==> config.mk <==
export PLATFORM = sky130hd
export DESIGN_NAME = radix_digit_string_emitter
export DESIGN_NICKNAME = d
export VERILOG_FILES = /design/src/design/rdse_pkg.sv /design/src/design/radix_digit_string_emitter.sv
export SDC_FILE = /design/constraint.sdc
export NUM_CORES = 1
export LEC_CHECK = 0
export BUFFER_PORTS_ARGS = -buffer_cell sky130_fd_sc_hd__buf_4
export CAP_MARGIN = 30
export CORE_MARGIN = 2
export CORE_UTILIZATION = 35
export CTS_CLUSTER_DIAMETER = 40
export CTS_CLUSTER_SIZE = 30
export DETAILED_ROUTE_END_ITERATION = 8
export PLACE_DENSITY = 0.57
export SYNTH_ARGS = -nofsm -noshare
export SYNTH_HDL_FRONTEND = slang
export SYNTH_SLANG_ARGS = --single-unit
==> constraint.sdc <==
create_clock -name clk -period 13.25 [get_ports clk]
set_input_delay 0 -clock clk [delete_from_list [all_inputs] [get_ports clk]]
set_output_delay 0 -clock clk [all_outputs]
set_load 0.05 [all_outputs]
==> src/design/rdse_pkg.sv <==
// Shared constants, codes and digit character lookup for the radix digit emitter.
package rdse_pkg;

  localparam int VALUE_BITS_DEF = 64;
  localparam int IN_VALUE_W     = 64;
  localparam int ACTION_W       = 3;
  localparam int CHAR_W         = 7;
  localparam int DIGIT_W        = 4;

  // action codes on the input beat
  localparam logic [ACTION_W-1:0] ACT_UDEC = 3'd0;
  localparam logic [ACTION_W-1:0] ACT_OCT  = 3'd1;
  localparam logic [ACTION_W-1:0] ACT_HEXL = 3'd2;
  localparam logic [ACTION_W-1:0] ACT_HEXU = 3'd3;
  localparam logic [ACTION_W-1:0] ACT_SDEC = 3'd4;

  typedef enum logic [1:0] {
    RDX_DEC,
    RDX_OCT,
    RDX_HEX
  } radix_t;

  localparam logic [CHAR_W-1:0] CHAR_ZERO    = 7'h30;
  localparam logic [CHAR_W-1:0] CHAR_LOWER_A = 7'h61;
  localparam logic [CHAR_W-1:0] CHAR_UPPER_A = 7'h41;

  // digit value to ASCII
  function automatic logic [CHAR_W-1:0] digit_char(input logic [DIGIT_W-1:0] d,
                                                   input logic upper);
    logic [CHAR_W-1:0] base;
    logic [CHAR_W-1:0] ofs;
    if (d < 4'd10) begin
      base = CHAR_ZERO;
      ofs  = {3'b000, d};
    end else begin
      base = upper ? CHAR_UPPER_A : CHAR_LOWER_A;
      ofs  = {3'b000, d - 4'd10};
    end
    return base + ofs;
  endfunction

endpackage

==> src/design/radix_digit_string_emitter.sv <==
// Top level: serial binary to ASCII digit converter, decimal, octal and hex.
//
//  channel | ports                                   | handshake
//  --------+-----------------------------------------+-------------------------------
//  input   | in_value, in_action                     | start && !busy takes the beat
//  result  | out_digit_char, out_last                | out_valid, one cycle, no stall
//
// Busy: an accepted beat holds busy through the bit-serial conversion loop and
// then the output scan; a new beat is taken only once busy has dropped. The
// conversion loop shifts one value bit into the digit row per cycle; the output
// scan consumes one digit slot per cycle, skipping leading zeros and strobing
// the rest MS digit first. The last digit strobes in the first idle cycle.
// Reset: synchronous, active low; returns to idle with no strobe pending.
// Stalls: the receiver cannot stall, so nothing backs up; busy alone gates start.
module radix_digit_string_emitter #(
  parameter int VALUE_BITS = rdse_pkg::VALUE_BITS_DEF
) (
  input  logic                           clk,
  input  logic                           rst_n,
  input  logic                           start,
  output logic                           busy,
  input  logic [rdse_pkg::IN_VALUE_W-1:0] in_value,
  input  logic [rdse_pkg::ACTION_W-1:0]   in_action,
  output logic                           out_valid,
  output logic [rdse_pkg::CHAR_W-1:0]     out_digit_char,
  output logic                           out_last
);
  import rdse_pkg::*;

  // Digit row depth: enough decimal digits for 2^VALUE_BITS-1, or octal digits.
  localparam int DEC_DIGITS = (VALUE_BITS * 30103) / 100000 + 1;
  localparam int OCT_DIGITS = (VALUE_BITS + 2) / 3;
  localparam int SLOTS      = (DEC_DIGITS > OCT_DIGITS) ? DEC_DIGITS : OCT_DIGITS;
  localparam int CNT_W      = $clog2(SLOTS + 1);
  localparam int BIT_CNT_W  = $clog2(VALUE_BITS);

  typedef enum logic [1:0] {
    ST_IDLE,
    ST_CONV,
    ST_SCAN
  } state_t;

  state_t                  state_r, state_nxt;
  radix_t                  radix_r, radix_nxt;
  logic                    upper_r, upper_nxt;
  logic [VALUE_BITS-1:0]   work_r, work_nxt;
  logic [BIT_CNT_W-1:0]    bit_cnt_r, bit_cnt_nxt;
  logic [CNT_W-1:0]        cnt_r, cnt_nxt;
  logic [DIGIT_W-1:0]      store_r   [SLOTS];
  logic [DIGIT_W-1:0]      store_nxt [SLOTS];
  logic                    out_valid_r, out_valid_nxt;
  logic [CHAR_W-1:0]       out_char_r, out_char_nxt;
  logic                    out_last_r, out_last_nxt;

  // conversion step: per-slot adjust and shift, carries ripple one slot per bit
  logic [DIGIT_W-1:0]      conv_slot [SLOTS];
  logic [SLOTS-1:0]        carry;

  logic [VALUE_BITS-1:0]   in_v;
  logic [DIGIT_W-1:0]      top_digit;

  assign in_v      = in_value[VALUE_BITS-1:0];
  assign top_digit = store_r[SLOTS-1];

  always_comb begin
    logic [DIGIT_W-1:0] adj;
    logic               cin;
    for (int i = 0; i < SLOTS; i++) begin
      // double dabble: bump digits of five or more before the shift
      adj = store_r[i];
      if (radix_r == RDX_DEC && store_r[i] >= 4'd5) begin
        adj = store_r[i] + 4'd3;
      end
      cin = (i == 0) ? work_r[VALUE_BITS-1] : carry[(i == 0) ? 0 : i-1];
      if (radix_r == RDX_OCT) begin
        carry[i]     = adj[2];
        conv_slot[i] = {1'b0, adj[1:0], cin};
      end else begin
        carry[i]     = adj[3];
        conv_slot[i] = {adj[2:0], cin};
      end
    end
  end

  always_comb begin
    state_nxt     = state_r;
    radix_nxt     = radix_r;
    upper_nxt     = upper_r;
    work_nxt      = work_r;
    bit_cnt_nxt   = bit_cnt_r;
    cnt_nxt       = cnt_r;
    store_nxt     = store_r;
    out_valid_nxt = 1'b0;
    out_char_nxt  = out_char_r;
    out_last_nxt  = out_last_r;

    case (state_r)
      ST_IDLE: begin
        if (start) begin
          // decode the action; unused codes fall back to unsigned decimal
          upper_nxt = 1'b0;
          work_nxt  = in_v;
          case (in_action)
            ACT_OCT:  radix_nxt = RDX_OCT;
            ACT_HEXL: radix_nxt = RDX_HEX;
            ACT_HEXU: begin
              radix_nxt = RDX_HEX;
              upper_nxt = 1'b1;
            end
            ACT_SDEC: begin
              radix_nxt = RDX_DEC;
              // magnitude only; the most negative value wraps to 2^(n-1)
              if (in_v[VALUE_BITS-1]) begin
                work_nxt = '0 - in_v;
              end
            end
            default:  radix_nxt = RDX_DEC;
          endcase
          for (int i = 0; i < SLOTS; i++) begin
            store_nxt[i] = '0;
          end
          bit_cnt_nxt = BIT_CNT_W'(VALUE_BITS - 1);
          state_nxt   = ST_CONV;
        end
      end

      ST_CONV: begin
        store_nxt = conv_slot;
        work_nxt  = {work_r[VALUE_BITS-2:0], 1'b0};
        if (bit_cnt_r == '0) begin
          cnt_nxt   = CNT_W'(SLOTS);
          state_nxt = ST_SCAN;
        end else begin
          bit_cnt_nxt = bit_cnt_r - 1'b1;
        end
      end

      ST_SCAN: begin
        // walk the row MS slot first; leading zeros drop out silently
        for (int i = SLOTS - 1; i > 0; i--) begin
          store_nxt[i] = store_r[i-1];
        end
        store_nxt[0] = '0;
        cnt_nxt      = cnt_r - 1'b1;
        if (top_digit != '0 || cnt_r == CNT_W'(1) || out_valid_r) begin
          out_valid_nxt = 1'b1;
          out_char_nxt  = digit_char(top_digit, upper_r);
          out_last_nxt  = (cnt_r == CNT_W'(1));
        end
        if (cnt_r == CNT_W'(1)) begin
          state_nxt = ST_IDLE;
        end
      end

      default: state_nxt = ST_IDLE;
    endcase
  end

  always_ff @(posedge clk) begin
    if (!rst_n) begin
      state_r     <= ST_IDLE;
      out_valid_r <= 1'b0;
      bit_cnt_r   <= '0;
      cnt_r       <= '0;
    end else begin
      state_r     <= state_nxt;
      out_valid_r <= out_valid_nxt;
      bit_cnt_r   <= bit_cnt_nxt;
      cnt_r       <= cnt_nxt;
    end
    radix_r    <= radix_nxt;
    upper_r    <= upper_nxt;
    work_r     <= work_nxt;
    store_r    <= store_nxt;
    out_char_r <= out_char_nxt;
    out_last_r <= out_last_nxt;
  end

  assign busy           = (state_r != ST_IDLE);
  assign out_valid      = out_valid_r;
  assign out_digit_char = out_char_r;
  assign out_last       = out_last_r;

  // final digit strobes in the cycle the block returns to idle
  a_last_in_idle: assert property (@(posedge clk) disable iff (!rst_n)
    out_valid_r && out_last_r |-> state_r == ST_IDLE)
    else $error("last digit strobed outside idle");

  // inner digits only appear while scanning
  a_mid_in_scan: assert property (@(posedge clk) disable iff (!rst_n)
    out_valid_r && !out_last_r |-> state_r == ST_SCAN)
    else $error("digit strobed outside scan");

  // once the first digit is out, digits follow each cycle until the last
  a_no_gap: assert property (@(posedge clk) disable iff (!rst_n)
    out_valid_r && !out_last_r |=> out_valid_r)
    else $error("gap in digit string");

  // a new beat never starts with a strobe in its first cycle
  a_accept_quiet: assert property (@(posedge clk) disable iff (!rst_n)
    start && !busy |=> !out_valid_r && state_r == ST_CONV)
    else $error("unexpected strobe after accept");

  // scan never runs with an empty slot count
  a_scan_cnt: assert property (@(posedge clk) disable iff (!rst_n)
    state_r == ST_SCAN |-> cnt_r != '0)
    else $error("scan with zero slot count");

endmodule
Word-level counts from Yosys, hierarchy flattened
Cells that the tools add are included.
{"block": "word_totals", "reg_bits": 177, "input_bits": 70, "out_inout_bits": 10, "word_cells": 224}
{"block": "op_classes", "add_sub_neg": 27, "order_cmp": 23, "eq_ne": 12, "n_mux": 90, "reduce_logical": 41}
{"cell": "one-hot mux 88 bit (3 select lines)", "n": 1}
{"cell": "2-to-1 mux 64 bit", "n": 3}
{"cell": "2-to-1 mux 4 bit", "n": 44}
{"cell": "one-hot mux 64 bit (2 select lines)", "n": 1}
{"cell": ">= comparator 4 x 3 -> 1 bit (second input constant)", "n": 22}
{"cell": "2-to-1 mux 88 bit", "n": 1}
{"cell": "adder 4 x 2 -> 4 bit (second input constant)", "n": 21}
{"cell": "subtractor 1 x 64 -> 64 bit (first input constant)", "n": 1}
{"cell": "2-to-1 mux 7 bit", "n": 5}
{"cell": "2-to-1 mux 1 bit", "n": 23}
{"cell": "logical AND 1 bit", "n": 22}
{"cell": "2-to-1 mux 6 bit", "n": 3}
{"cell": "one-hot mux 6 bit (2 select lines)", "n": 1}
{"cell": "AND reduction 2 bit", "n": 6}
{"cell": "one-hot mux 5 bit (2 select lines)", "n": 1}
{"cell": "inequality test 2 bit (second input constant)", "n": 4}
{"cell": "adder 7 bit", "n": 1}
{"cell": "equality test 3 x 2 -> 1 bit (second input constant)", "n": 2}
{"cell": "logical NOT 6 bit", "n": 1}
{"cell": "2-to-1 mux 2 bit", "n": 3}
{"cell": "one-hot mux 2 bit (3 select lines)", "n": 1}
{"cell": "AND reduction 3 bit", "n": 2}
{"cell": "nonzero test 2 bit", "n": 3}
{"cell": "subtractor 6 x 1 -> 6 bit (second input constant)", "n": 1}
{"cell": "17 further kinds", "n": 20}

Logic depth before layout (Yosys ltp)
{"block": "depth", "word_depth": 6, "ltp_mapped": 9, "depth_no_buf": 7}

Least setup slack after synthesis
OpenSTA, ideal clock, no wires.
{"block": "synth_timing", "kind": "register -> register", "start": "register state_r[0]", "end": "register store_r[10] (netlist bit) (enable)", "setup_time_ps": 656, "t_arrival_ps": 7111, "t_required_ps": 12594, "setup_slack_ps": 5483, "path_stages_with_launch": 6, "n_path_buf": 1, "period_less_slack_ps": 7767, "cell_sequence": "dfxtp_1 inv_1 ha_1 inv_1 clkbuf_1 o21ai_0"}
{"block": "synth_between", "elab_chain_len": 3, "word_cells_on_any_way": 6, "classes_between": "3 x eq/ne; 3 x reduce/logical"}
{"item": "from (decl)", "line_no": "radix_digit_string_emitter.sv:43", "text": "state_t state_r, state_nxt;"}
{"item": "from (signal assigned)", "line_no": "radix_digit_string_emitter.sv:166", "text": "state_r <= state_nxt;"}
{"item": "equality test 2 bit, or another cell as far along", "line_no": "radix_digit_string_emitter.sv:97", "text": "case (state_r)"}
{"item": "nonzero test 3 bit (no source line) or inequality test 2 bit (tied branches)"}
{"item": "AND reduction 2 bit (no source line) (*)"}
{"item": "to (signal assigned)", "line_no": "radix_digit_string_emitter.sv:174", "text": "store_r <= store_nxt;"}
{"item": "to (decl)", "line_no": "radix_digit_string_emitter.sv:49", "text": "logic [DIGIT_W-1:0] store_r [SLOTS];"}
Every way passes the cells marked *; elsewhere a longest branch is shown, timed or not.
A chain may end at the register's enable or synchronous reset.

Worst setup path in the final report
{"block": "layout_timing", "start": "input in_value[0] (netlist bit)", "end": "register work_r[54], data pin"}
{"block": "layout_between", "elab_chain_len": 5}
{"item": "from (decl)", "line_no": "radix_digit_string_emitter.sv:22", "text": "input logic [rdse_pkg::IN_VALUE_W-1:0] in_value,"}
{"item": "subtractor 1 x 64 -> 64 bit", "line_no": "radix_digit_string_emitter.sv:114", "text": "work_nxt = '0 - in_v;"}
{"item": "2-to-1 mux 64 bit", "line_no": "radix_digit_string_emitter.sv:113", "text": "if (in_v[VALUE_BITS-1]) begin"}
{"item": "2-to-1 mux 64 bit", "line_no": "radix_digit_string_emitter.sv:103", "text": "case (in_action)"}
{"item": "2-to-1 mux 64 bit", "line_no": "radix_digit_string_emitter.sv:99", "text": "if (start) begin"}
{"item": "one-hot mux 64 bit (2 select lines)", "line_no": "radix_digit_string_emitter.sv:97"}
{"item": "net work_nxt[54]", "line_no": "radix_digit_string_emitter.sv:46", "text": "logic [VALUE_BITS-1:0] work_r, work_nxt;"}
{"item": "to (signal assigned)", "line_no": "radix_digit_string_emitter.sv:173", "text": "work_r <= work_nxt;"}
{"item": "to (decl)", "line_no": "radix_digit_string_emitter.sv:46"}
The timed path passes the listed nets, and every way through them passes these cells. The select of a mux whose other input is x is not followed.

==> flow_summary.json <==
{
  "timing.clock.skew_ns": 0.0105,
  "finalWorstPathRequiredPeriod_ns": 3.15,
  "cp.arrival_ns": 3.34,
  "m1WireLength_um": 13900,
  "die_x_um": 190,
  "vias": 10200,
  "classification_of_the_worst_slack_hold_path": "in2reg",
  "synth-warning-count": 0,
  "dr.pass1.iters": 6,
  "proportion_of_layout_cells_with_a_drive_suffix_above_1_pct": 11.3,
  "row_count": 68,
  "synth_top_family_by_area": "compound AO/OA/AOI/OAI gates",
  "routabilityCongestion": 0.809,
  "timing_hold_violations_final": 0,
  "cts-htree-levels": 4,
  "synth-compound-area-share_pct": 20.3,
  "maximum_number_of_pins_on_one_net_before_global_route_repair": 111,
  "synth_adder_area_share_pct": 5.79,
  "yosysUniqueCellTypes": 64,
  "globalRoute.totalOverflow": 0,
  "final_instance_count_without_filler_cells": 1848,
  "slew_headroom_pct": 41.3,
  "buffer_ports.inserted": 79,
  "start_kind": "input port",
  "timing.hold.ws_ns": 0.0161,
  "fillers": 3352,
  "drv_cap": 0,
  "layout-area-overhead-vs-synth_pct": 17.2,
  "power_density_relative_to_cell_area_mw_per_mm2": 182,
  "finalWirelength_um": 30000,
  "worstMarginPinSlew_ns": 0.880,
  "ir_drop_uv": 100,
  "wl_met2_um": 14400,
  "worstPathCellList": "dlygate4sd3_1 -> buf_4 -> inv_1 -> ha_1 -> nor3b_2 -> nand4_2 -> nor4_4 -> mux2i_1 -> or3b_1",
  "end_kind": "register",
  "grt_use_total_pct": 16.8,
  "synthMuxAreaShare_pct": 1.57,
  "dp_hpwl_um": 18900,
  "floorplan.initialDensity_pct": 35.3,
  "antenna_violations_before_repair": 1,
  "fmax_mhz": 317,
  "placement.setup.worst_slack_ns": 10.25,
  "floorplan_die_area_mm2": 0.0361,
  "worst-path-max-fanout": 18,
  "remaining_drc_errors": 0,
  "clkTransAtPathRegs_ns": 0.07,
  "cts-buffers-inserted": 17,
  "layout_commonest_cell": "sky130_fd_sc_hd__edfxtp_1",
  "synth_xor_xnor_area_share_pct": 5.57,
  "postSynth.asyncResetShare_pct": 0,
  "slowest_delay_ns": 0.83,
  "wl_met3_um": 1170,
  "grt_first_pass_wirelength_um": 49500,
  "synthesis.nets": 1426,
  "placeableCoreArea_mm2": 0.0343,
  "layout.nets": 1505,
  "tritoncts": "built",
  "leakagePower_nw": 4.95,
  "setup_total_negative_slack_ns": 0,
  "final_antenna_net_count": 0,
  "clock_sinks": 177,
  "detailed_route_wire_length_per_cell_um": 16.3,
  "number_of_global_route_vias_before_repair": 9757,
  "finalPower_mw": 2.58,
  "status": "completed",
  "grt_setup_unrepaired": "no",
  "mappedNetlistArea_mm2": 0.0121,
  "top_layer_used": "met4",
  "die_h_um": 190,
  "ws_path_type": "in2reg",
  "io-pin-count": 80,
  "syn_inst": 1300,
  "ys_ff_latch": 177,
  "cp_data_required_time_ns": 13.44,
  "dr.first_iter.drc_count": 634,
  "clk_path_buf_depth": 2,
  "layout_common_cells": "sky130_fd_sc_hd__edfxtp_1, sky130_fd_sc_hd__o21ai_0, sky130_fd_sc_hd__nor3_1",
  "root_buffer": "sky130_fd_sc_hd__clkbuf_16",
  "worst_path_max_delay_cell": "sky130_fd_sc_hd__nor4_4",
  "yosys_most_used_dff": "sky130_fd_sc_hd__edfxtp_1",
  "post_cts_buffers": 0,
  "synth.avg_cell_area_um2": 9.31,
  "layout_worst_path_cycle_share_pct": 23.8,
  "synth-edff-count": 163,
  "routed_via_density": 5.52,
  "setup_viol": 0,
  "cell_total_after_placement": 1770,
  "final_critical_path_setup_slack_ns": 10.10,
  "clkLatencyLatePin_ns": 0.44,
  "yosysSeqAreaShare_pct": 42.8,
  "number_of_max_slew_violations_in_the_final_report": 0,
  "synth-simple-area-share_pct": 19.4
}
[metal layers]
layer	vias to the layer above	GRT usage, %
met3	40	2.66
met5	-	0
met2	221	28.8
li1	5015	-
met1	4926	21.6
met4	0	5.72
[cells by family after synthesis]
group / Yosys count
and+or+nand+nor: 440
AOI/OAI and AO/OA: 386
DFF: 177
buffers and inverters: 146
xor gates and xnor gates: 77
adders and majority gates: 56
muxes: 18
[power by group]
group	switching, mW	internal, mW	leakage [nW]
clock network	0.231	0.278	0.288
registers	0.189	0.918	1.73
logic	0.608	0.361	2.94
total	1.03	1.56	4.95
[synth_stat cells, drive strengths merged (3+ instances only)]
cell type,count,area share (%)
or3,9,0.47
xnor2,20,1.4
or4,13,0.84
a211oi,3,0.19
buf,7,0.24
nor4,29,2.1
a221oi,6,0.43
and2,4,0.21
nand3b,3,0.19
nor4b,4,0.29
a22oi,29,1.8
edfxtp,163,40
mux2,8,0.74
ha,56,5.8
nand2,110,3.4
clkbuf,72,2.2
or3b,3,0.22
o311ai,3,0.22
nand3,29,1.2
mux2i,10,0.83
a21oi,87,3.6
o2bb2ai,18,1.3
nor3,114,4.7
nand4b,4,0.41
a222oi,4,0.33
nor2,50,1.6
nor2b,18,0.93
inv,67,2.1
nand4,11,0.74
and3,3,0.16
dfxtp,14,2.3
o211ai,3,0.19
xor2,57,4.1
nand2b,25,1.3
o21a,45,2.8
o31ai,14,0.87
o21ai,119,4.9
a31oi,13,0.67
or2,6,0.31
a22o,21,1.5
o41ai,6,0.43
[sequential cells by signal (all words and copies together) (netlist names), 2 cells and up]
register,cells
store_r,84
work_r,64
out_digit_char,7
bit_cnt_r,6
cnt_r,5
top_digit,4
radix_r,2
state_r,2
[final cells by class]
cell class / instances / area [um^2] / share of cell area [%]
inverters: 67 / 251 / 1.77
repair buffers: 139 / 1170 / 8.26
flip-flops and latches: 177 / 5170 / 36.5
diodes: 1 / 2.50 / 0.0176
clock inverters: 8 / 62.6 / 0.441
multi-input cells: 977 / 6440 / 45.4
clock buffers: 24 / 515 / 3.63
well taps: 455 / 569 / 4.01
[worst paths after layout]
| check | start | cells past startpoint | slack (ns) | endpoint |
|---|---|---|---|---|
| hold reg to reg | bit_cnt_r[0]$_SDFFE_PN0P_ | 1 | 0.50 | bit_cnt_r[0]$_SDFFE_PN0P_ |
| setup / recovery | in_value[0] | 9 | 10.10 | work_r[54]$_DFFE_PP_ |
| hold / removal | in_value[3] | 3 | 0.02 | work_r[3]$_DFFE_PP_ |
| setup reg to reg | state_r[0]$_SDFFE_PN0P_ | 7 | 10.25 | store_r[73]$_DFFE_PP_ |
[per-stage QoR]
| step | instance area, um^2 | utilization [%] |
|---|---|---|
| floorplan | 12100 | - |
| global placement | 13100 | 38.3 |
| detailed placement | 13100 | 38.3 |
| CTS | 14200 | 41.3 |
| global route | 14200 | 41.4 |
| finish | 14200 | 41.4 |
[worst max-delay path: cells and delay by family]
| kind | cells | cell delay (ns) |
|---|---|---|
| buffers and inverters | 3 | 0.77 |
| and+or+nand+nor | 4 | 2.15 |
| adders and majority gates | 1 | 0.17 |
| muxes | 1 | 0.24 |
[what timing repair did]
| item | 4_1_cts | 5_1_grt |
|---|---|---|
| gates resized for setup | 0 | 0 |
| endpoints found under the hold margin | 51 | 0 |
| hold buffers | 44 | 0 |
Power figures use the tool's default switching activity.
